### config.mk
export PLATFORM = sky130hd
export DESIGN_NAME = sth_merge
export DESIGN_NICKNAME = d
export VERILOG_FILES = /design/src/rtl/sth_pkg.sv /design/src/rtl/sth_merge.sv
export SDC_FILE = /design/constraint.sdc
export NUM_CORES = 1
export LEC_CHECK = 0
export BUFFER_PORTS_ARGS = -buffer_cell sky130_fd_sc_hd__buf_2
export CORE_AREA = 5 5 199 201
export CTS_CLUSTER_DIAMETER = 30
export DETAILED_ROUTE_END_ITERATION = 10
export DIE_AREA = 0 0 204 206
export PLACE_DENSITY = 0.51
export SLEW_MARGIN = 20
export SYNTH_ARGS = -nofsm -noshare
export SYNTH_HDL_FRONTEND = slang
export SYNTH_SLANG_ARGS = --single-unit
### constraint.sdc
create_clock -name i_clk -period 0.9 [get_ports i_clk]
set_input_delay 0.135 -clock i_clk [delete_from_list [all_inputs] [get_ports i_clk]]
set_output_delay 0.135 -clock i_clk [all_outputs]
set_load 0.02 [all_outputs]
### src/rtl/sth_pkg.sv
// ----------------------------------------------------------------------------
// sth_pkg
// shared types, constants and the siphash round function for the tree hash core
// ----------------------------------------------------------------------------
package sth_pkg;

    // lane count and word sizes
    localparam int LANES      = 4;
    localparam int WORD_W     = 64;
    localparam int TAIL_W     = 5;
    localparam int PKT_BYTES  = LANES * WORD_W / 8;
    localparam int CFG_IDX_W  = 8;

    // register indexes of the configuration port
    localparam logic [CFG_IDX_W-1:0] REG_KEY_WORD0 = CFG_IDX_W'(0);
    localparam logic [CFG_IDX_W-1:0] REG_KEY_WORD1 = CFG_IDX_W'(1);
    localparam logic [CFG_IDX_W-1:0] REG_KEY_WORD2 = CFG_IDX_W'(2);
    localparam logic [CFG_IDX_W-1:0] REG_KEY_WORD3 = CFG_IDX_W'(3);

    // lane i is keyed with key word xor (base + i)
    localparam int KEY_TWEAK_BASE = 4;

    // state initialization constants
    localparam logic [WORD_W-1:0] INIT_C0 = 64'h736f6d6570736575;
    localparam logic [WORD_W-1:0] INIT_C1 = 64'h646f72616e646f6d;
    localparam logic [WORD_W-1:0] INIT_C2 = 64'h6c7967656e657261;
    localparam logic [WORD_W-1:0] INIT_C3 = 64'h7465646279746573;

    // finalization marker xored into v2
    localparam logic [WORD_W-1:0] FINAL_MARK = 64'h00000000000000ff;

    // round schedule: rounds per packet and extra rounds at finalization
    localparam int ABSORB_ROUNDS = 2;
    localparam int FINAL_ROUNDS  = 4;
    localparam int RND_W         = $clog2(ABSORB_ROUNDS + FINAL_ROUNDS);

    // rotation amounts of one round
    localparam int ROT_B1 = 13;
    localparam int ROT_D1 = 16;
    localparam int ROT_HALF = 32;
    localparam int ROT_B2 = 17;
    localparam int ROT_D2 = 21;

    typedef logic [WORD_W-1:0] t_word;
    typedef logic [LANES-1:0][WORD_W-1:0] t_packet;

    typedef struct packed {
        t_word v0;
        t_word v1;
        t_word v2;
        t_word v3;
    } t_sip_state;

    // per-cycle commands from the sequencer to every lane
    typedef struct packed {
        logic init;     // reload state from the lane key
        logic start;    // first round of a packet, v3 takes the word
        logic step;     // a later round on the held state
        logic mix;      // v0 takes the word after this round
        logic mark;     // v2 takes the finalization marker after this round
    } t_lane_ctrl;

    function automatic t_word rotl(input t_word x, input int n);
        rotl = (x << n) | (x >> (WORD_W - n));
    endfunction

    // one siprounds pass
    function automatic t_sip_state sip_round(input t_sip_state s);
        t_word a;
        t_word b;
        t_word c;
        t_word d;
        a = s.v0;
        b = s.v1;
        c = s.v2;
        d = s.v3;
        a = a + b;
        c = c + d;
        b = rotl(b, ROT_B1);
        d = rotl(d, ROT_D1);
        b = b ^ a;
        d = d ^ c;
        a = rotl(a, ROT_HALF);
        c = c + b;
        a = a + d;
        b = rotl(b, ROT_B2);
        d = rotl(d, ROT_D2);
        b = b ^ c;
        d = d ^ a;
        c = rotl(c, ROT_HALF);
        sip_round = '{v0: a, v1: b, v2: c, v3: d};
    endfunction

endpackage

### src/rtl/sth_merge.sv
// ----------------------------------------------------------------------------
// sth_merge
// gathers the lane digests into the result register and holds it until taken
// ----------------------------------------------------------------------------
module sth_merge
    import sth_pkg::*;
(
    input  logic    i_clk,
    input  logic    i_rst_n,
    input  logic    i_load,
    input  t_packet i_hash,
    output logic    o_valid,
    input  logic    i_ready,
    output t_packet o_hash
);

    logic    r_valid;
    logic    n_valid;
    t_packet r_hash;

    // a load only comes when the register is free or being emptied
    always_comb begin
        if (i_load) begin
            n_valid = 1'b1;
        end else if (i_ready) begin
            n_valid = 1'b0;
        end else begin
            n_valid = r_valid;
        end
    end

    always_ff @(posedge i_clk) begin
        if (!i_rst_n) begin
            r_valid <= 1'b0;
        end else begin
            r_valid <= n_valid;
        end
    end

    // result payload
    always_ff @(posedge i_clk) begin
        if (i_load) begin
            r_hash <= i_hash;
        end
    end

    assign o_valid = r_valid;
    assign o_hash  = r_hash;

endmodule

After elaboration in Yosys (flattened, before gate mapping):

Cells that the tools add are included.

* flip-flop bits (word level): 257
* input bits: 260
* output and inout bits: 257
* logic and storage cells: 8

* multiplexer cells: 2
* reductions and logical operators: 1

Operators by type and width (count)
* $mux 1: 2
* $reduce_bool 2->1: 1

Depth between registers and ports, before layout:

* depth after elaboration: 2
* mapped depth: 2
* mapped depth without buffers: 2

Worst setup path after synthesis:

Ideal clock, no wire load.

* kind: register to register
* start: register, netlist name o_valid
* end: register r_valid (netlist: o_valid)
* library setup time: 0.115 ns
* data arrival time: 0.638 ns
* required time: 0.785 ns
* path slack: 0.147 ns
* stages on the path, launching flop included: 3
* path buffers: 0
* clock period less this slack: 0.753 ns
* path through: dfxtp_1 nor2b_4 o21a_1

RTL lines
* end signal, assigned: RTL line sth_merge.sv:36 `r_valid <= n_valid;`
* end, declared: RTL line sth_merge.sv:17 `logic r_valid;`

Final worst setup path:

* start: register r_hash (netlist bit o_hash[145])
* end: output o_hash[145] in the netlist's numbering

RTL lines
* start, declared: RTL line sth_merge.sv:19 `t_packet r_hash;`
* start signal, assigned: RTL line sth_merge.sv:43 `r_hash <= i_hash;`
* end, declared: RTL line sth_merge.sv:14 `output t_packet o_hash`

No word-level cell between the ends.

==> results_dict.tcl <==
set metrics [dict create \
    status "complete, but fails checks" \
    cp_cell_sequence "buf_6" \
    postRouteAntennaNets 0 \
    seqPwrFrac_pct 37.5 \
    core_area_mm2 0.03740 \
    clock_sinks 257 \
    violations "negative setup slack" \
    dr.pass1.iters 4 \
    gp_congestion 0.8342 \
    htreeDepth 2 \
    areaGrowthSynthToFinish_pct 120.1 \
    worst_pin_slew_ns 0.1722 \
    leakage_nw 7.140 \
    die_h_um 206 \
    finalNonFillerCells 1674 \
    rsz0062_at_grt "true" \
    dp_hpwl_um 20150 \
    crit_path_top_delay_cell "edfxtp_1" \
    netSwitchingFraction_pct 22.81 \
    drc 0 \
    ys_warn_count 0 \
    ctsRootBufferMaster "clkbuf_16" \
    cts_tree "built" \
    ys_seq_area_share_pct 99.72 \
    worst_ep_required_time_ns 0.76 \
    syn_inst 259 \
    path_class "flip-flop to output port" \
    max_stage_delay_ns 0.42 \
    ir_worst_vdd_mv 1.737 \
    cp.arrival_ns 1.13 \
    clockPowerShare_pct 49.6 \
    period_needed_ns 1.270 \
    drt_iter0_drc 206 \
    post_drt_wl_per_cell_um 17.94 \
    fin_nets 1381 \
    cts_buffer_depth 3 \
    finalHoldWorstSlack_ns 0.01572 \
    cts_buffers 52 \
    synth-seq-cells 257 \
    dieArea_mm2 0.04202 \
    io_pins 517 \
    maxCapViolCount 0 \
    combPwrFrac_pct 12.8 \
    portBuffers 516 \
    vias 6226 \
    max_slew_margin_pct 88.52 \
    fmax_mhz 787.5 \
    grt_pass1_vias 7166 \
    finalSetupViolations 257 \
    powerDensity_mw_per_mm2 2305 \
    crit_family "flip-flops" \
    hold_path_class "input port to flip-flop" \
    start_util_pct 20.67 \
    synth_area_mm2 0.007729 \
    power_mw 39.22 \
    start_kind "flip-flop" \
    synth.avg_cell_area_um2 29.84 \
    min_period_over_period_pct 141.1 \
    dp.cells 1319 \
    slew_viol_final 0 \
    timing.critical_path.buf_inv 1 \
    grt_start_max_net_pins 23 \
    p_int_mw 30.28 \
    worst_setup_path_end_kind "output port" \
    layout-drive-gt1-share_pct 55.08 \
    grt_overflow 0 \
    synth_cell_type_count 4 \
    setup_slack_ns -0.3699 \
    die_width_um 204 \
    clock_skew_ns 0 \
    final_hold_viol_count 0 \
    worstPathMaxFanout 1 \
    syn_nets 519 \
    grt_use_total_pct 13.22 \
    antenna_found_initial 4 \
    routed_wl_um 30040 \
    p_switching_mw 8.946 \
    row_count 71 \
    tns_ns -80.53 \
    clk_latency_ns 0.55 \
    via_per_inst 3.719 \
    clkTransAtPathRegs_ns 0.05 \
    grt_first_pass_wirelength_um 41830 \
]
[metal layers]
layer  GRT usage (%)  part of all wire [%]  vias up
li1                -                     -     2814
met1           13.23                    34     2979
met2           24.19                    54      363
met3           5.147                   8.6       70
met4           6.078                   3.0        0
met5               0                     0        -
[cells in the final DEF (no fill, tap or decap), drive strengths merged]
cell         instances
o21a                 1
bufinv               9
edfxtp             256
buf                550
dfxtp                1
clkinvlp             8
nor2b                1
clkinv              20
diode                1
dlygate4sd3        258
clkbuf              55
inv                  3
[logic make-up (layout without fill, tap and decap cells)]
family / Yosys count / after routing / share of synthesized area [%]
flip-flops: 257 / 257 / 99.72
buffers and inverters: 0 / 903 / 0
AO/OA/AOI/OAI: 1 / 1 / 0.09717
AND/OR/NAND/NOR: 1 / 1 / 0.1780
other: 0 / 1 / 0
[power groups by stage]
stage,registers [mW],clock network (mW),logic (mW)
2_1_floorplan,16.0,0,0.00616
6_report,14.7,19.5,5.04
4_1_cts,14.6,19.9,4.73
3_5_place_dp,14.7,0,3.25
5_1_grt,14.8,20.6,5.26
3_3_place_gp,14.7,0,3.23
[cell type report]
| class | instances | area [um2] |
|---|---|---|
| Multi-Input combinational cell | 2 | 21.27 |
| Timing Repair Buffer | 808 | 6838 |
| Clock inverter | 40 | 469.2 |
| Tap cell | 511 | 639.4 |
| Sequential cell | 257 | 7709 |
| Antenna cell | 1 | 2.502 |
| Fill cell | 3123 | 20390 |
| Clock buffer | 55 | 1334 |
[cell usage after synthesis]
cell type | instances | area [um2]
edfxtp_1 | 256 | 7687
o21a_1 | 1 | 7.510
dfxtp_1 | 1 | 20.02
nor2b_4 | 1 | 13.76
[path summary, 6_finish.rpt]
check / start / endpoint / slack (ns) / cells after the start
worst max-delay path: o_hash[145] / o_hash[145] / -0.37 / 1
worst min register to register: o_valid / o_valid / 0.68 / 3
worst max register to register: o_valid / o_valid / 0.09 / 3
worst min-delay path: i_load / o_hash[145] / 0.02 / 2
[metrics by stage]
stage                     worst slack (ns)  utilization, %  area (um2)
after global placement            -0.04116           30.20       11300
after detailed placement          -0.05738           30.20       11300
after global routing               -0.4280           45.48       17010
after floorplan                     0.1472               -        7729
after CTS                          -0.4264           44.30       16570
final                              -0.3699           45.49       17010
[flip-flops by register name, summed over array words and instances (netlist names)]
register,cells
o_valid,1
o_hash,256
[what timing repair did]
action,4_1_cts,5_1_grt
gates resized for setup,281,144
setup buffers,0,1
endpoints found under the hold margin,260,0
endpoints found under the setup margin,257,260
hold buffers,259,0
(Power assumes the default switching activity.)
