`config.mk`:
```
export PLATFORM = sky130hd
export DESIGN_NAME = sth_pad
export DESIGN_NICKNAME = d
export VERILOG_FILES = /design/src/rtl/sth_pkg.sv /design/src/rtl/sth_pad.sv
export SDC_FILE = /design/constraint.sdc
export NUM_CORES = 1
export LEC_CHECK = 0
export BUFFER_PORTS_ARGS = -buffer_cell sky130_fd_sc_hd__buf_2
export CORE_AREA = 10 10 194 196
export DETAILED_ROUTE_END_ITERATION = 16
export DIE_AREA = 0 0 204 206
export PLACE_DENSITY = 0.38
export SETUP_SLACK_MARGIN = 0.1
export SLEW_MARGIN = 20
export SYNTH_ARGS = -nofsm -noshare
export SYNTH_HDL_FRONTEND = slang
export SYNTH_SLANG_ARGS = --single-unit
```
`constraint.sdc`:
```
create_clock -name vclk -period 2.95
set_clock_uncertainty 0.1 [all_clocks]
set_input_delay 0.295 -clock vclk [all_inputs]
set_output_delay 0.295 -clock vclk [all_outputs]
set_load 0.01 [all_outputs]
```
`src/rtl/sth_pkg.sv`:
```
// ----------------------------------------------------------------------------
// sth_pkg
// shared types, constants and the siphash round function for the tree hash core
// ----------------------------------------------------------------------------
package sth_pkg;

    // lane count and word sizes
    localparam int LANES      = 4;
    localparam int WORD_W     = 64;
    localparam int TAIL_W     = 5;
    localparam int PKT_BYTES  = LANES * WORD_W / 8;
    localparam int CFG_IDX_W  = 8;

    // register indexes of the configuration port
    localparam logic [CFG_IDX_W-1:0] REG_KEY_WORD0 = CFG_IDX_W'(0);
    localparam logic [CFG_IDX_W-1:0] REG_KEY_WORD1 = CFG_IDX_W'(1);
    localparam logic [CFG_IDX_W-1:0] REG_KEY_WORD2 = CFG_IDX_W'(2);
    localparam logic [CFG_IDX_W-1:0] REG_KEY_WORD3 = CFG_IDX_W'(3);

    // lane i is keyed with key word xor (base + i)
    localparam int KEY_TWEAK_BASE = 4;

    // state initialization constants
    localparam logic [WORD_W-1:0] INIT_C0 = 64'h736f6d6570736575;
    localparam logic [WORD_W-1:0] INIT_C1 = 64'h646f72616e646f6d;
    localparam logic [WORD_W-1:0] INIT_C2 = 64'h6c7967656e657261;
    localparam logic [WORD_W-1:0] INIT_C3 = 64'h7465646279746573;

    // finalization marker xored into v2
    localparam logic [WORD_W-1:0] FINAL_MARK = 64'h00000000000000ff;

    // round schedule: rounds per packet and extra rounds at finalization
    localparam int ABSORB_ROUNDS = 2;
    localparam int FINAL_ROUNDS  = 4;
    localparam int RND_W         = $clog2(ABSORB_ROUNDS + FINAL_ROUNDS);

    // rotation amounts of one round
    localparam int ROT_B1 = 13;
    localparam int ROT_D1 = 16;
    localparam int ROT_HALF = 32;
    localparam int ROT_B2 = 17;
    localparam int ROT_D2 = 21;

    typedef logic [WORD_W-1:0] t_word;
    typedef logic [LANES-1:0][WORD_W-1:0] t_packet;

    typedef struct packed {
        t_word v0;
        t_word v1;
        t_word v2;
        t_word v3;
    } t_sip_state;

    // per-cycle commands from the sequencer to every lane
    typedef struct packed {
        logic init;     // reload state from the lane key
        logic start;    // first round of a packet, v3 takes the word
        logic step;     // a later round on the held state
        logic mix;      // v0 takes the word after this round
        logic mark;     // v2 takes the finalization marker after this round
    } t_lane_ctrl;

    function automatic t_word rotl(input t_word x, input int n);
        rotl = (x << n) | (x >> (WORD_W - n));
    endfunction

    // one siprounds pass
    function automatic t_sip_state sip_round(input t_sip_state s);
        t_word a;
        t_word b;
        t_word c;
        t_word d;
        a = s.v0;
        b = s.v1;
        c = s.v2;
        d = s.v3;
        a = a + b;
        c = c + d;
        b = rotl(b, ROT_B1);
        d = rotl(d, ROT_D1);
        b = b ^ a;
        d = d ^ c;
        a = rotl(a, ROT_HALF);
        c = c + b;
        a = a + d;
        b = rotl(b, ROT_B2);
        d = rotl(d, ROT_D2);
        b = b ^ c;
        d = d ^ a;
        c = rotl(c, ROT_HALF);
        sip_round = '{v0: a, v1: b, v2: c, v3: d};
    endfunction

endpackage

```
`src/rtl/sth_pad.sv`:
```
// ----------------------------------------------------------------------------
// sth_pad
// builds the absorbed packet: raw words, or the padded tail of a final packet
// ----------------------------------------------------------------------------
module sth_pad
    import sth_pkg::*;
(
    input  t_packet           i_pkt,
    input  logic              i_is_final,
    input  logic [TAIL_W-1:0] i_tail_bytes,
    output t_packet           o_pkt
);

    logic [PKT_BYTES*8-1:0] src;
    logic [PKT_BYTES*8-1:0] dst;
    logic [TAIL_W-1:0]      whole;

    assign src   = i_pkt;
    assign whole = {i_tail_bytes[TAIL_W-1:2], 2'b00};

    // whole 32-bit words stay, leftover bytes go to 28..30, count in byte 31
    always_comb begin
        logic [TAIL_W-1:0] idx;
        dst = '0;
        for (int i = 0; i < PKT_BYTES - 4; i++) begin
            if (TAIL_W'(i) < whole) begin
                dst[i*8 +: 8] = src[i*8 +: 8];
            end
        end
        for (int j = 0; j < 3; j++) begin
            idx = whole + TAIL_W'(j);
            if (2'(j) < i_tail_bytes[1:0]) begin
                dst[(PKT_BYTES-4+j)*8 +: 8] = src[{idx, 3'b000} +: 8];
            end
        end
        dst[(PKT_BYTES-1)*8 +: 8] = 8'(i_tail_bytes);
    end

    assign o_pkt = i_is_final ? t_packet'(dst) : i_pkt;

endmodule

```
; ---- Yosys cells after proc, flatten, opt, wreduce, memory -nomap -nowiden
; Index checks and enable logic that the tools add are counted.
[classes]
multipliers = 0
shifts = 3
eq_ne = 0
bitwise_logic = 0
reduce_logical = 0
mux = 32
n_lt_le_gt_ge = 31
addsub = 2
div = 0
[ops]
columns = op, n
row1 = 256-bit by 9-bit variable part select with 8-bit output, 3
row2 = 256-bit two-way mux, 1
row3 = 8-bit two-way mux, 31
row4 = "5-bit < comparator, first input constant", 12
row5 = "4-bit by 5-bit < comparator with 1-bit output, first input constant", 8
row6 = "3-bit by 5-bit < comparator with 1-bit output, first input constant", 4
row7 = "1-bit by 5-bit < comparator with 1-bit output, first input constant", 2
row8 = "2-bit by 5-bit < comparator with 1-bit output, first input constant", 2
row9 = "5-bit by 1-bit adder with 5-bit output, second input constant", 1
row10 = "5-bit by 2-bit adder with 5-bit output, second input constant", 1
row11 = "1-bit by 2-bit < comparator with 1-bit output, first input constant", 2
row12 = "2-bit < comparator, first input constant", 1
[totals]
in_bits = 262
memories = 0
reg_bits = 0
rom_bits = 0
word_cells = 68
ram_bits = 0
output_inout_bits = 256
latch_bits = 0

; ---- Logic depth before layout (Yosys ltp)
[depth]
word_depth = 4
mapped_depth = 7
depth_no_buf = 4

; ---- Worst setup path before layout
; Ideal clock, no wire load.
[synth_timing]
path_kind = input to output
start = input i_tail_bytes[3]
end = output o_pkt[228] (netlist bit)
setup_slack_ns = 1.317
t_arrival_ns = 1.238
path_stages = 7
n_path_buf = 3
required_ns = 2.555
path_cell_list = buf_6 or2_1 buf_6 buf_6 o22ai_1 nor2_1 o22ai_1
[synth_rtl]
columns = element, line
row1 = "start, declared", sth_pad.sv:10  ; input logic [TAIL_W-1:0] i_tail_bytes,
row2 = "end, declared", sth_pad.sv:11  ; output t_packet o_pkt

==> impl_results.rst <==
.. list-table::
   :header-rows: 1

   * - Metric
     - Value
   * - Outcome
     - completed
   * - FMAX
     - 398 MHz
   * - Hold/Removal Path Class
     - primary input to output port
   * - Final #Nets
     - 1266
   * - Data required time at the worst endpoint
     - 2560 ps
   * - Last weighted congestion value of the routability-driven placer
     - 0.869
   * - Cell with the most instances after synthesis
     - sky130_fd_sc_hd__and2_1
   * - Length of routed met3 wiring
     - 2200 µm
   * - Maximum fanout count along the critical path
     - 16
   * - Per-cell routed wire length
     - 20.6 µm
   * - Fraction of layout instances using a drive strength above 1
     - 54.3%
   * - Std cell rows
     - 68
   * - Area of the core
     - 0.0339 mm²
   * - Wire length of the first global-routing pass
     - 40800 µm
   * - First-pass iteration count of the detailed router
     - 4
   * - Sum of met2 wire segment lengths after detailed routing
     - 15700 µm
   * - Number of different library cells in the post-synthesis netlist
     - 21
   * - Remaining global-route overflow
     - 0
   * - Accumulated negative setup slack
     - 0 ps
   * - Starting density of the core
     - 10.2%
   * - Count of endpoints failing setup in the final report
     - 0
   * - Final ANT Viol Nets
     - 0
   * - Number of antenna violations at the first check in global routing
     - 1
   * - Sort of element at the start of the critical path
     - primary input
   * - Syn Area/Cell
     - 6.75 µm²
   * - Total nets after synthesis
     - 775
   * - Count of flip-flops and latches
     - 0
   * - Final-layout clock buffer total
     - 0
   * - Share of synthesized area occupied by flip-flops and latches
     - 0%
   * - Critical path data arrival time
     - 2120 ps
   * - DIE AREA
     - 0.0420 mm²
   * - Number of max-cap violations
     - 0
   * - Worst slew slack as a fraction of its limit
     - 50.0%
   * - Post-synthesis instance area
     - 0.00346 mm²
   * - Final period utilization
     - 85.2%
   * - Detail Placement HPWL
     - 26200 µm
   * - Count of mapped cells out of synthesis
     - 513
   * - Detailed-routing wirelength on met1
     - 11800 µm
   * - Total DRC errors in the routed layout
     - 0
   * - Chip Width
     - 204 µm
   * - Top Metal Used
     - met4
   * - Final critical-path required period
     - 2510 ps
   * - DIE HEIGHT
     - 206 µm
   * - Share of the synthesized area in the top cell type
     - 27.7%
   * - Unrepaired setup endpoints after global routing
     - false
   * - Largest net degree at the start of global routing
     - 36
   * - Synth warn
     - 0
   * - Total wire length after detailed routing
     - 30000 µm
   * - Count of hold-fix buffers inserted at cts
     - 0
   * - Number of max-slew violations in the final report
     - 0
   * - Biggest area consumer among synthesized cells
     - sky130_fd_sc_hd__mux2i_1
   * - I/O pin count
     - 518
   * - Vias after detailed routing
     - 5595
   * - Number of resized instances in the post-cts repair step
     - 0
   * - Transition time at the pin with the least slew margin
     - 751 ps
   * - Vias in the first global route
     - 6071
   * - Detail-routed via count per cell
     - 3.83
   * - Number of buffers inserted by port buffering
     - 518
   * - Type of the setup path with the least slack
     - primary input to output port
   * - Area growth from synthesis to layout
     - 88.4%
   * - Violation count after the first detailed-routing iteration
     - 153
   * - Final Hold Viols
     - 0
   * - Largest cells by area after synthesis
     - sky130_fd_sc_hd__mux2i_1 28%, sky130_fd_sc_hd__and2_1 23%, sky130_fd_sc_hd__nor2b_1 18%
   * - Capturing element type of the critical path
     - output port
   * - Setup fix buffers added after clock tree synthesis
     - 0
   * - Total Routing Usage GR
     - 12.8%
   * - Most frequent cells after synthesis
     - 129 x sky130_fd_sc_hd__and2_1, 99 x sky130_fd_sc_hd__nor2b_1, 96 x sky130_fd_sc_hd__mux2i_1
   * - Sequential standard cell area
     - 0 µm²
-- cell type report --
class,count,area (µm²)
repair buffers,537,2780
diodes,2,5.00
inverters,25,93.8
multi-input cells,440,3080
fillers,3918,27400
well taps,455,569
-- layout by cell type, fill, tap and decap left out, types with 4 or more instances in the layout --
cell and instances:
sky130_fd_sc_hd__and2_1 129, sky130_fd_sc_hd__buf_2 517, sky130_fd_sc_hd__buf_4 16, sky130_fd_sc_hd__inv_1 25, sky130_fd_sc_hd__mux2_2 4, sky130_fd_sc_hd__mux2i_1 96, sky130_fd_sc_hd__nand2_1 4, sky130_fd_sc_hd__nor2_1 24
sky130_fd_sc_hd__nor2b_1 99, sky130_fd_sc_hd__o22ai_1 71
-- worst paths after layout --
check,from,to,slack [ps],cells after the start
hold / removal,i_pkt[125],o_pkt[125],780,3
setup / recovery,i_tail_bytes[3],o_pkt[238],440,7
-- metrics by stage --
| step | worst slack (ps) | utilization (%) | instance area [µm²] | hold slack (ps) | cells |
|---|---|---|---|---|---|
| 2_1_floorplan | 1320 | - | 3460 | 616 | 513 |
| 3_3_place_gp | 407 | 19.2 | 6520 | 783 | 1457 |
| 3_5_place_dp | 386 | 19.2 | 6520 | 781 | 1457 |
| 4_1_cts | 383 | 19.2 | 6520 | 781 | 1457 |
| 5_1_grt | 291 | 19.2 | 6520 | 794 | 1458 |
| 6_report | 438 | 19.2 | 6530 | 777 | 1459 |
-- cell families (layout without fill, tap and decap cells) --
family                 count (synthesis)  in the layout  share of synthesized area, %
and+or+nand+nor                      264            264                          45.6
buffers and inverters                 73            562                          11.5
other                                  0              2                             0
AOI/OAI and AO/OA                     76             76                          13.8
muxes                                100            100                          29.0
-- routing by layer --
metal / track usage [%] / up-vias
met1: 14.8 / 2591
li1: - / 2712
met4: 1.32 / 0
met5: 0 / -
met2: 24.4 / 278
met3: 2.59 / 14
-- critical path: stages --
cell	delay, ps
sky130_fd_sc_hd__buf_2	190
sky130_fd_sc_hd__or2_1	540
sky130_fd_sc_hd__buf_4	310
sky130_fd_sc_hd__o22ai_1	250
sky130_fd_sc_hd__nor2_1	90
sky130_fd_sc_hd__o22ai_1	220
sky130_fd_sc_hd__buf_2	210
