## src/rtl/sth_pkg.sv

```systemverilog
// ----------------------------------------------------------------------------
// sth_pkg
// shared types, constants and the siphash round function for the tree hash core
// ----------------------------------------------------------------------------
package sth_pkg;

    // lane count and word sizes
    localparam int LANES      = 4;
    localparam int WORD_W     = 64;
    localparam int TAIL_W     = 5;
    localparam int PKT_BYTES  = LANES * WORD_W / 8;
    localparam int CFG_IDX_W  = 8;

    // register indexes of the configuration port
    localparam logic [CFG_IDX_W-1:0] REG_KEY_WORD0 = CFG_IDX_W'(0);
    localparam logic [CFG_IDX_W-1:0] REG_KEY_WORD1 = CFG_IDX_W'(1);
    localparam logic [CFG_IDX_W-1:0] REG_KEY_WORD2 = CFG_IDX_W'(2);
    localparam logic [CFG_IDX_W-1:0] REG_KEY_WORD3 = CFG_IDX_W'(3);

    // lane i is keyed with key word xor (base + i)
    localparam int KEY_TWEAK_BASE = 4;

    // state initialization constants
    localparam logic [WORD_W-1:0] INIT_C0 = 64'h736f6d6570736575;
    localparam logic [WORD_W-1:0] INIT_C1 = 64'h646f72616e646f6d;
    localparam logic [WORD_W-1:0] INIT_C2 = 64'h6c7967656e657261;
    localparam logic [WORD_W-1:0] INIT_C3 = 64'h7465646279746573;

    // finalization marker xored into v2
    localparam logic [WORD_W-1:0] FINAL_MARK = 64'h00000000000000ff;

    // round schedule: rounds per packet and extra rounds at finalization
    localparam int ABSORB_ROUNDS = 2;
    localparam int FINAL_ROUNDS  = 4;
    localparam int RND_W         = $clog2(ABSORB_ROUNDS + FINAL_ROUNDS);

    // rotation amounts of one round
    localparam int ROT_B1 = 13;
    localparam int ROT_D1 = 16;
    localparam int ROT_HALF = 32;
    localparam int ROT_B2 = 17;
    localparam int ROT_D2 = 21;

    typedef logic [WORD_W-1:0] t_word;
    typedef logic [LANES-1:0][WORD_W-1:0] t_packet;

    typedef struct packed {
        t_word v0;
        t_word v1;
        t_word v2;
        t_word v3;
    } t_sip_state;

    // per-cycle commands from the sequencer to every lane
    typedef struct packed {
        logic init;     // reload state from the lane key
        logic start;    // first round of a packet, v3 takes the word
        logic step;     // a later round on the held state
        logic mix;      // v0 takes the word after this round
        logic mark;     // v2 takes the finalization marker after this round
    } t_lane_ctrl;

    function automatic t_word rotl(input t_word x, input int n);
        rotl = (x << n) | (x >> (WORD_W - n));
    endfunction

    // one siprounds pass
    function automatic t_sip_state sip_round(input t_sip_state s);
        t_word a;
        t_word b;
        t_word c;
        t_word d;
        a = s.v0;
        b = s.v1;
        c = s.v2;
        d = s.v3;
        a = a + b;
        c = c + d;
        b = rotl(b, ROT_B1);
        d = rotl(d, ROT_D1);
        b = b ^ a;
        d = d ^ c;
        a = rotl(a, ROT_HALF);
        c = c + b;
        a = a + d;
        b = rotl(b, ROT_B2);
        d = rotl(d, ROT_D2);
        b = b ^ c;
        d = d ^ a;
        c = rotl(c, ROT_HALF);
        sip_round = '{v0: a, v1: b, v2: c, v3: d};
    endfunction

endpackage

```

## src/rtl/sth_lane.sv

```systemverilog
// ----------------------------------------------------------------------------
// sth_lane
// one siphash lane: state registers and a single round unit
// ----------------------------------------------------------------------------
module sth_lane
    import sth_pkg::*;
(
    input  logic       i_clk,
    input  logic       i_rst_n,
    input  t_lane_ctrl i_ctrl,
    input  t_word      i_key,
    input  t_word      i_word,
    output t_word      o_hash
);

    t_word      r_v0, r_v1, r_v2, r_v3;
    t_word      n_v0, n_v1, n_v2, n_v3;
    t_sip_state rnd_in;
    t_sip_state rnd_out;

    // round input, v3 takes the word on the first round of a packet
    always_comb begin
        rnd_in.v0 = r_v0;
        rnd_in.v1 = r_v1;
        rnd_in.v2 = r_v2;
        rnd_in.v3 = i_ctrl.start ? (r_v3 ^ i_word) : r_v3;
    end

    assign rnd_out = sip_round(rnd_in);

    // lane digest of the round output
    assign o_hash = rnd_out.v0 ^ rnd_out.v1 ^ rnd_out.v2 ^ rnd_out.v3;

    // next state
    always_comb begin
        n_v0 = r_v0;
        n_v1 = r_v1;
        n_v2 = r_v2;
        n_v3 = r_v3;
        if (i_ctrl.init) begin
            n_v0 = INIT_C0 ^ i_key;
            n_v1 = INIT_C1 ^ i_key;
            n_v2 = INIT_C2 ^ i_key;
            n_v3 = INIT_C3 ^ i_key;
        end else if (i_ctrl.start || i_ctrl.step) begin
            n_v0 = i_ctrl.mix  ? (rnd_out.v0 ^ i_word)     : rnd_out.v0;
            n_v1 = rnd_out.v1;
            n_v2 = i_ctrl.mark ? (rnd_out.v2 ^ FINAL_MARK) : rnd_out.v2;
            n_v3 = rnd_out.v3;
        end
    end

    // state registers, reset loads the keyed constants
    always_ff @(posedge i_clk) begin
        if (!i_rst_n) begin
            r_v0 <= INIT_C0 ^ i_key;
            r_v1 <= INIT_C1 ^ i_key;
            r_v2 <= INIT_C2 ^ i_key;
            r_v3 <= INIT_C3 ^ i_key;
        end else begin
            r_v0 <= n_v0;
            r_v1 <= n_v1;
            r_v2 <= n_v2;
            r_v3 <= n_v3;
        end
    end

endmodule

```

## config.mk

```make
export PLATFORM = sky130hd
export DESIGN_NAME = sth_lane
export DESIGN_NICKNAME = d
export VERILOG_FILES = /design/src/rtl/sth_pkg.sv /design/src/rtl/sth_lane.sv
export SDC_FILE = /design/constraint.sdc
export NUM_CORES = 1
export LEC_CHECK = 0
export BUFFER_PORTS_ARGS = -buffer_cell sky130_fd_sc_hd__buf_4
export CAP_MARGIN = 20
export CORE_ASPECT_RATIO = 0.5
export CORE_UTILIZATION = 30
export DETAILED_ROUTE_END_ITERATION = 8
export GPL_TIMING_DRIVEN = 0
export PLACE_DENSITY_LB_ADDON = 0.12
export RECOVER_POWER = 100
export SLEW_MARGIN = 40
export SYNTH_ARGS = -nofsm -noshare
export SYNTH_HDL_FRONTEND = slang
export SYNTH_SLANG_ARGS = --single-unit
```

## constraint.sdc

```tcl
create_clock -name i_clk -period 26 [get_ports i_clk]
set_input_delay 7.8 -clock i_clk [delete_from_list [all_inputs] [get_ports i_clk]]
set_output_delay 7.8 -clock i_clk [all_outputs]
set_load 0.01 [all_outputs]
```

Yosys cells after proc, flatten, opt, wreduce, memory -nomap -nowiden
Index checks and enable logic that the tools add are counted.

Add/subtract/negate cells: 4. Reductions and logical operators: 1. Mux-type cells: 15. Bitwise logic cells: 20. Equal/unequal tests: 1.

Operators with widths (number): 2-to-1 mux 64 bit (14); bitwise XOR 64 bit (9); adder 64 bit (4); bitwise OR 64 x 32 -> 64 bit (2); bitwise OR 64 x 13 -> 64 bit (1); bitwise OR 64 x 16 -> 64 bit (1); bitwise OR 64 x 17 -> 64 bit (1); bitwise OR 64 x 21 -> 64 bit (1); NOT 37 bit (1); NOT 35 bit (1); NOT 34 bit (1); NOT 32 bit (1); 2-to-1 mux 8 bit (1); NOT 8 bit (1); != test 3 x 1 -> 1 bit, second input constant (1); logical OR 1 bit (1).

Bits in registers: 256. Input bits: 135. Output and inout port bits: 64. Word-level logic and storage cells: 45.

Depth between registers and ports, before layout
Depth in word-level cells: 10. Depth in mapped cells: 33. Gate-level depth less buffers: 28.

Worst setup path before layout
Ideal clock, no wire load.

Path type: input -> output. Start point: input port i_ctrl[3] (netlist name). End point: output port o_hash[63]. Slack: 4102 ps. Arrival time: 14098 ps. Path buffers: 4. Required time: 18200 ps. Stages: 28. Cell sequence: clkbuf_1 -> clkbuf_1 -> buf_1 -> nand2_1 -> xnor2_1 -> ha_1 -> fa_1 -> a21o_1 -> a221oi_1 -> a221oi_2 -> a31oi_2 -> nor3_1 -> nor2_1 -> o21ai_0 -> a21oi_1 -> xnor2_1 -> ha_1 -> clkbuf_1 -> nand4_1 -> or4_4 -> o221a_4 -> o311a_1 -> nor3_4 -> a31oi_1 -> xnor2_1 -> xnor2_1 -> xnor2_2 -> xnor2_1.

Longest elaborated chain between the ends: 7. Elaborated cells between the ends (all ways): 13. Classes of those cells: 3 x add/sub; 1 x mux; 9 x bitwise.

Ends and longest elaborated chain: from (decl) (RTL line sth_lane.sv:10) `input t_lane_ctrl i_ctrl,`; 2-to-1 mux 64 bit * (RTL line sth_lane.sv:26) `rnd_in.v3 = i_ctrl.start ? (r_v3 ^ i_word) : r_v3;`; adder 64 bit / bitwise OR 64 x 16 -> 64 bit (equally long branches) (RTL line sth_pkg.sv:78, sth_pkg.sv:64); bitwise XOR 64 bit / adder 64 bit (equally long branches) (RTL line sth_pkg.sv:82, sth_pkg.sv:84); adder 64 bit / bitwise XOR 64 bit (equally long branches) (RTL line sth_pkg.sv:85, sth_pkg.sv:88); bitwise XOR 64 bit (2 in a row) (RTL line sth_lane.sv:32) `assign o_hash = rnd_out.v0 ^ rnd_out.v1 ^ rnd_out.v2 ^ rnd_out.v3;`; bitwise XOR 64 bit * (RTL line sth_lane.sv:32); to (decl) (RTL line sth_lane.sv:13) `output t_word o_hash`.

Mark *: on every way between the ends. The rest lies on a longest branch, timed or not.

Worst setup path after layout
Start point: input port i_ctrl[3] (netlist name). End point: output port o_hash[59].

Same word-level chain as after synthesis.

==> reports/summary.txt <==
Status: finished with violations
Failing checks: capacitance limit, slew limit, setup timing
Critical path capture point type: output port
Syn Area/Cell: 8.392 µm²
Placement Setup Slack: -0.1316 ns
Clock Sinks: 256
Post-CTS Setup Bufs: 0
Critical Path Fanout Max: 10
Via count: 33,600
Global-route wire length before repair: 301,900 µm
Die footprint: 104,200 µm²
CTS tree: done
Clk slew on worst S/H paths: 0.09 ns
Top-count cell post-synth: xnor2_1
I/O pins: 199
Synth warn: 0
CP Launch Type: primary input
Gp weighted congestion: 1.115
RSZ-0062 raised after global routing: no
Syn_nets: 4,066
Worst slew pin tran: 2.482 ns
Sequential area share after synthesis: 24.93%
Gr usage total: 44.46%
Pin count of the biggest net entering global routing: 37
Top-area cell type share of the netlist area: 24.93%
Post-cts sizing count: 2
Worst Skew: 0.02789 ns
ANT nets after route: 0
Nets: 4,358
Synth cell count leaders: 456 x xnor2_1, 403 x a21oi_1, 380 x nand2_1, 310 x xor2_1, 256 x edfxtp_1
R2R depth: 29
Post-DP HPWL: 208,900 µm
Clock Latency Late Sink: 0.70 ns
Max transition margin: -65.45%
DRT Wirelength: 239,300 µm
Drt first pass iters: 8
CP max stage delay: 0.77 ns
Number of global-route vias before repair: 30,260
Overflow after GRT: 0
Critical path buffers and inverters: 7
Inserted Clock Buffers: 31
Port Buf Inserts: 196
Clock tree buffer depth: 3
Avg WL per Cell: 44.76 µm
Setup CP Type: in2out
Core Area: 101,000 µm²
Final worst setup slack: -0.1901 ns
Number of synthesized flops with an enable pin: 256
Req. time, crit path: 18.20 ns
Initial antenna violation count: 36
Count of hold buffers inserted by post-cts repair: 0
Max cap viols: 26
Height of the die: 228.7 µm
Max-slew violations: 317
Stages on worst setup path: 33
Hold/Removal Path Class: reg2reg
Share of cells above drive strength 1: 11.96%
Synth Cell Area: 30,840 µm²
Yosys top cell by area: edfxtp_1
DRC: 0
Synth unique cells: 97
Fraction of registers with async set/reset: 0%
Root Buffer Master: clkbuf_16
Final Cycle Share: 100.7%
Fillers: 10,790
Slowest stage cell, crit path: xor2_1
Initial drt markers: 5,801
Min cycle time layout: 26.19 ns
Synth Register Bits: 256
# H-tree levels: 1
Top FF cell, synth: edfxtp_1
WHS Path Cells: 3
DIE WIDTH: 455.4 µm
Endpoints failing hold: 0
Synthesized instance count: 3,675
Cell class contributing the biggest share of worst-path delay: compound AO/OA/AOI/OAI gates
Synth area leaders: edfxtp_1 25%, xnor2_1 13%, ha_1 10%, xor2_1 8.8%, a21oi_1 6.5%
Vias/cell: 6.284
Initial core utilization: 30.55%
Crit path DAT: 18.39 ns
P&R area growth vs syn: 19.28%
Count of final setup violators: 8
Max Clk Rate: 38.18 MHz
Row count: 82
## cell usage in the layout, fill, tap and decap left out, drive strengths merged, types with 7 or more instances in the layout
| master | instances |
|---|---|
| a21o | 199 |
| buf | 213 |
| o21ai | 240 |
| xnor2 | 459 |
| nor2 | 192 |
| clkinv | 10 |
| xor2 | 315 |
| ha | 252 |
| a211oi | 15 |
| o21bai | 66 |
| inv | 153 |
| a221oi | 12 |
| o21a | 24 |
| or2 | 10 |
| nand2 | 381 |
| a221o | 8 |
| nand4 | 85 |
| and2 | 26 |
| nor3 | 34 |
| and3 | 22 |
| xnor3 | 7 |
| a31oi | 39 |
| nor2b | 29 |
| clkbuf | 259 |
| diode | 14 |
| nor4 | 9 |
| nand2b | 34 |
| nand3 | 44 |
| a21oi | 408 |
| edfxtp | 256 |
| o211ai | 24 |
| and4 | 12 |
| o41ai | 7 |
| mux2i | 11 |
| a21boi | 20 |
| o31ai | 14 |
| or3 | 10 |
## area by class of cell
type                       count  area (µm²)  area share [%]
clock inverter                20       242.7          0.6599
multi-input combinational   3090       23120           62.86
antenna                       14       35.03         0.09524
buffer                       178       775.7           2.109
timing repair buffer         259        1882           5.116
clock buffer                  35       790.8           2.150
tap                         1344        1682           4.572
sequential                   256        7687           20.90
inverter                     151       566.8           1.541
## logic make-up (layout without fill, tap and decap cells)
kind of cell	Yosys count	in the layout	synth area share, %
muxes	11	11	0.3570
buffers and inverters	329	643	4.171
AOI/OAI and AO/OA	1135	1135	23.27
and+or+nand+nor	901	901	13.64
xor gates and xnor gates	787	787	23.15
adders and majority gates	256	256	10.48
DFF	256	256	24.93
other	0	14	0
## final timing paths
check	slack (ns)	startpoint	endpoint
max reg2reg	15.17	r_v3[0]	r_v0[63]
max	-0.19	i_ctrl[3]	o_hash[59]
min reg2reg	1.05	r_v1[30]	r_v1[60]
min	1.05	r_v1[30]	r_v1[60]
## through the flow
| step | utilization, % | area (µm²) | hold slack [ns] | setup TNS (ns) | instances |
|---|---|---|---|---|---|
| after floorplan | - | 30840 | 0.7867 | 0 | 3675 |
| after global placement | 33.67 | 33990 | 1.023 | -41.57 | 5215 |
| after detailed placement | 36.20 | 36540 | 1.020 | -0.2410 | 5278 |
| after CTS | 37.23 | 37580 | 1.036 | 0 | 5333 |
| after global routing | 36.40 | 36750 | 1.046 | 0 | 5333 |
| final | 36.44 | 36780 | 1.049 | -0.7716 | 5347 |
## registers in the layout, summed over array words and instances, names as in the netlist
name,cells
r_v3,64
r_v2,64
r_v1,64
r_v0,64
## worst register-to-register path: cells and delay by family (launching register included)
family | cells | cell delay [ns]
AO/OA/AOI/OAI | 10 | 3.62
XOR/XNOR | 6 | 2.85
adder cells (fa/ha/maj) | 3 | 1.36
buffers and inverters | 3 | 1.11
flip-flops | 1 | 0.39
AND/OR/NAND/NOR | 7 | 1.24
## routing by layer
| metal | GRT usage (%) | vias up | routed length (µm) |
|---|---|---|---|
| met3 | 26.31 | 379 | 42690 |
| met2 | 54.79 | 2436 | 83950 |
| met5 | 0.9955 | - | 517 |
| met1 | 62.33 | 17120 | 103100 |
| met4 | 13.35 | 24 | 9059 |
| li1 | - | 13640 | - |
Power is left out: the tool's default activity adds up to more than one toggle a clock period on the data nets, which glitch-free logic cannot reach.
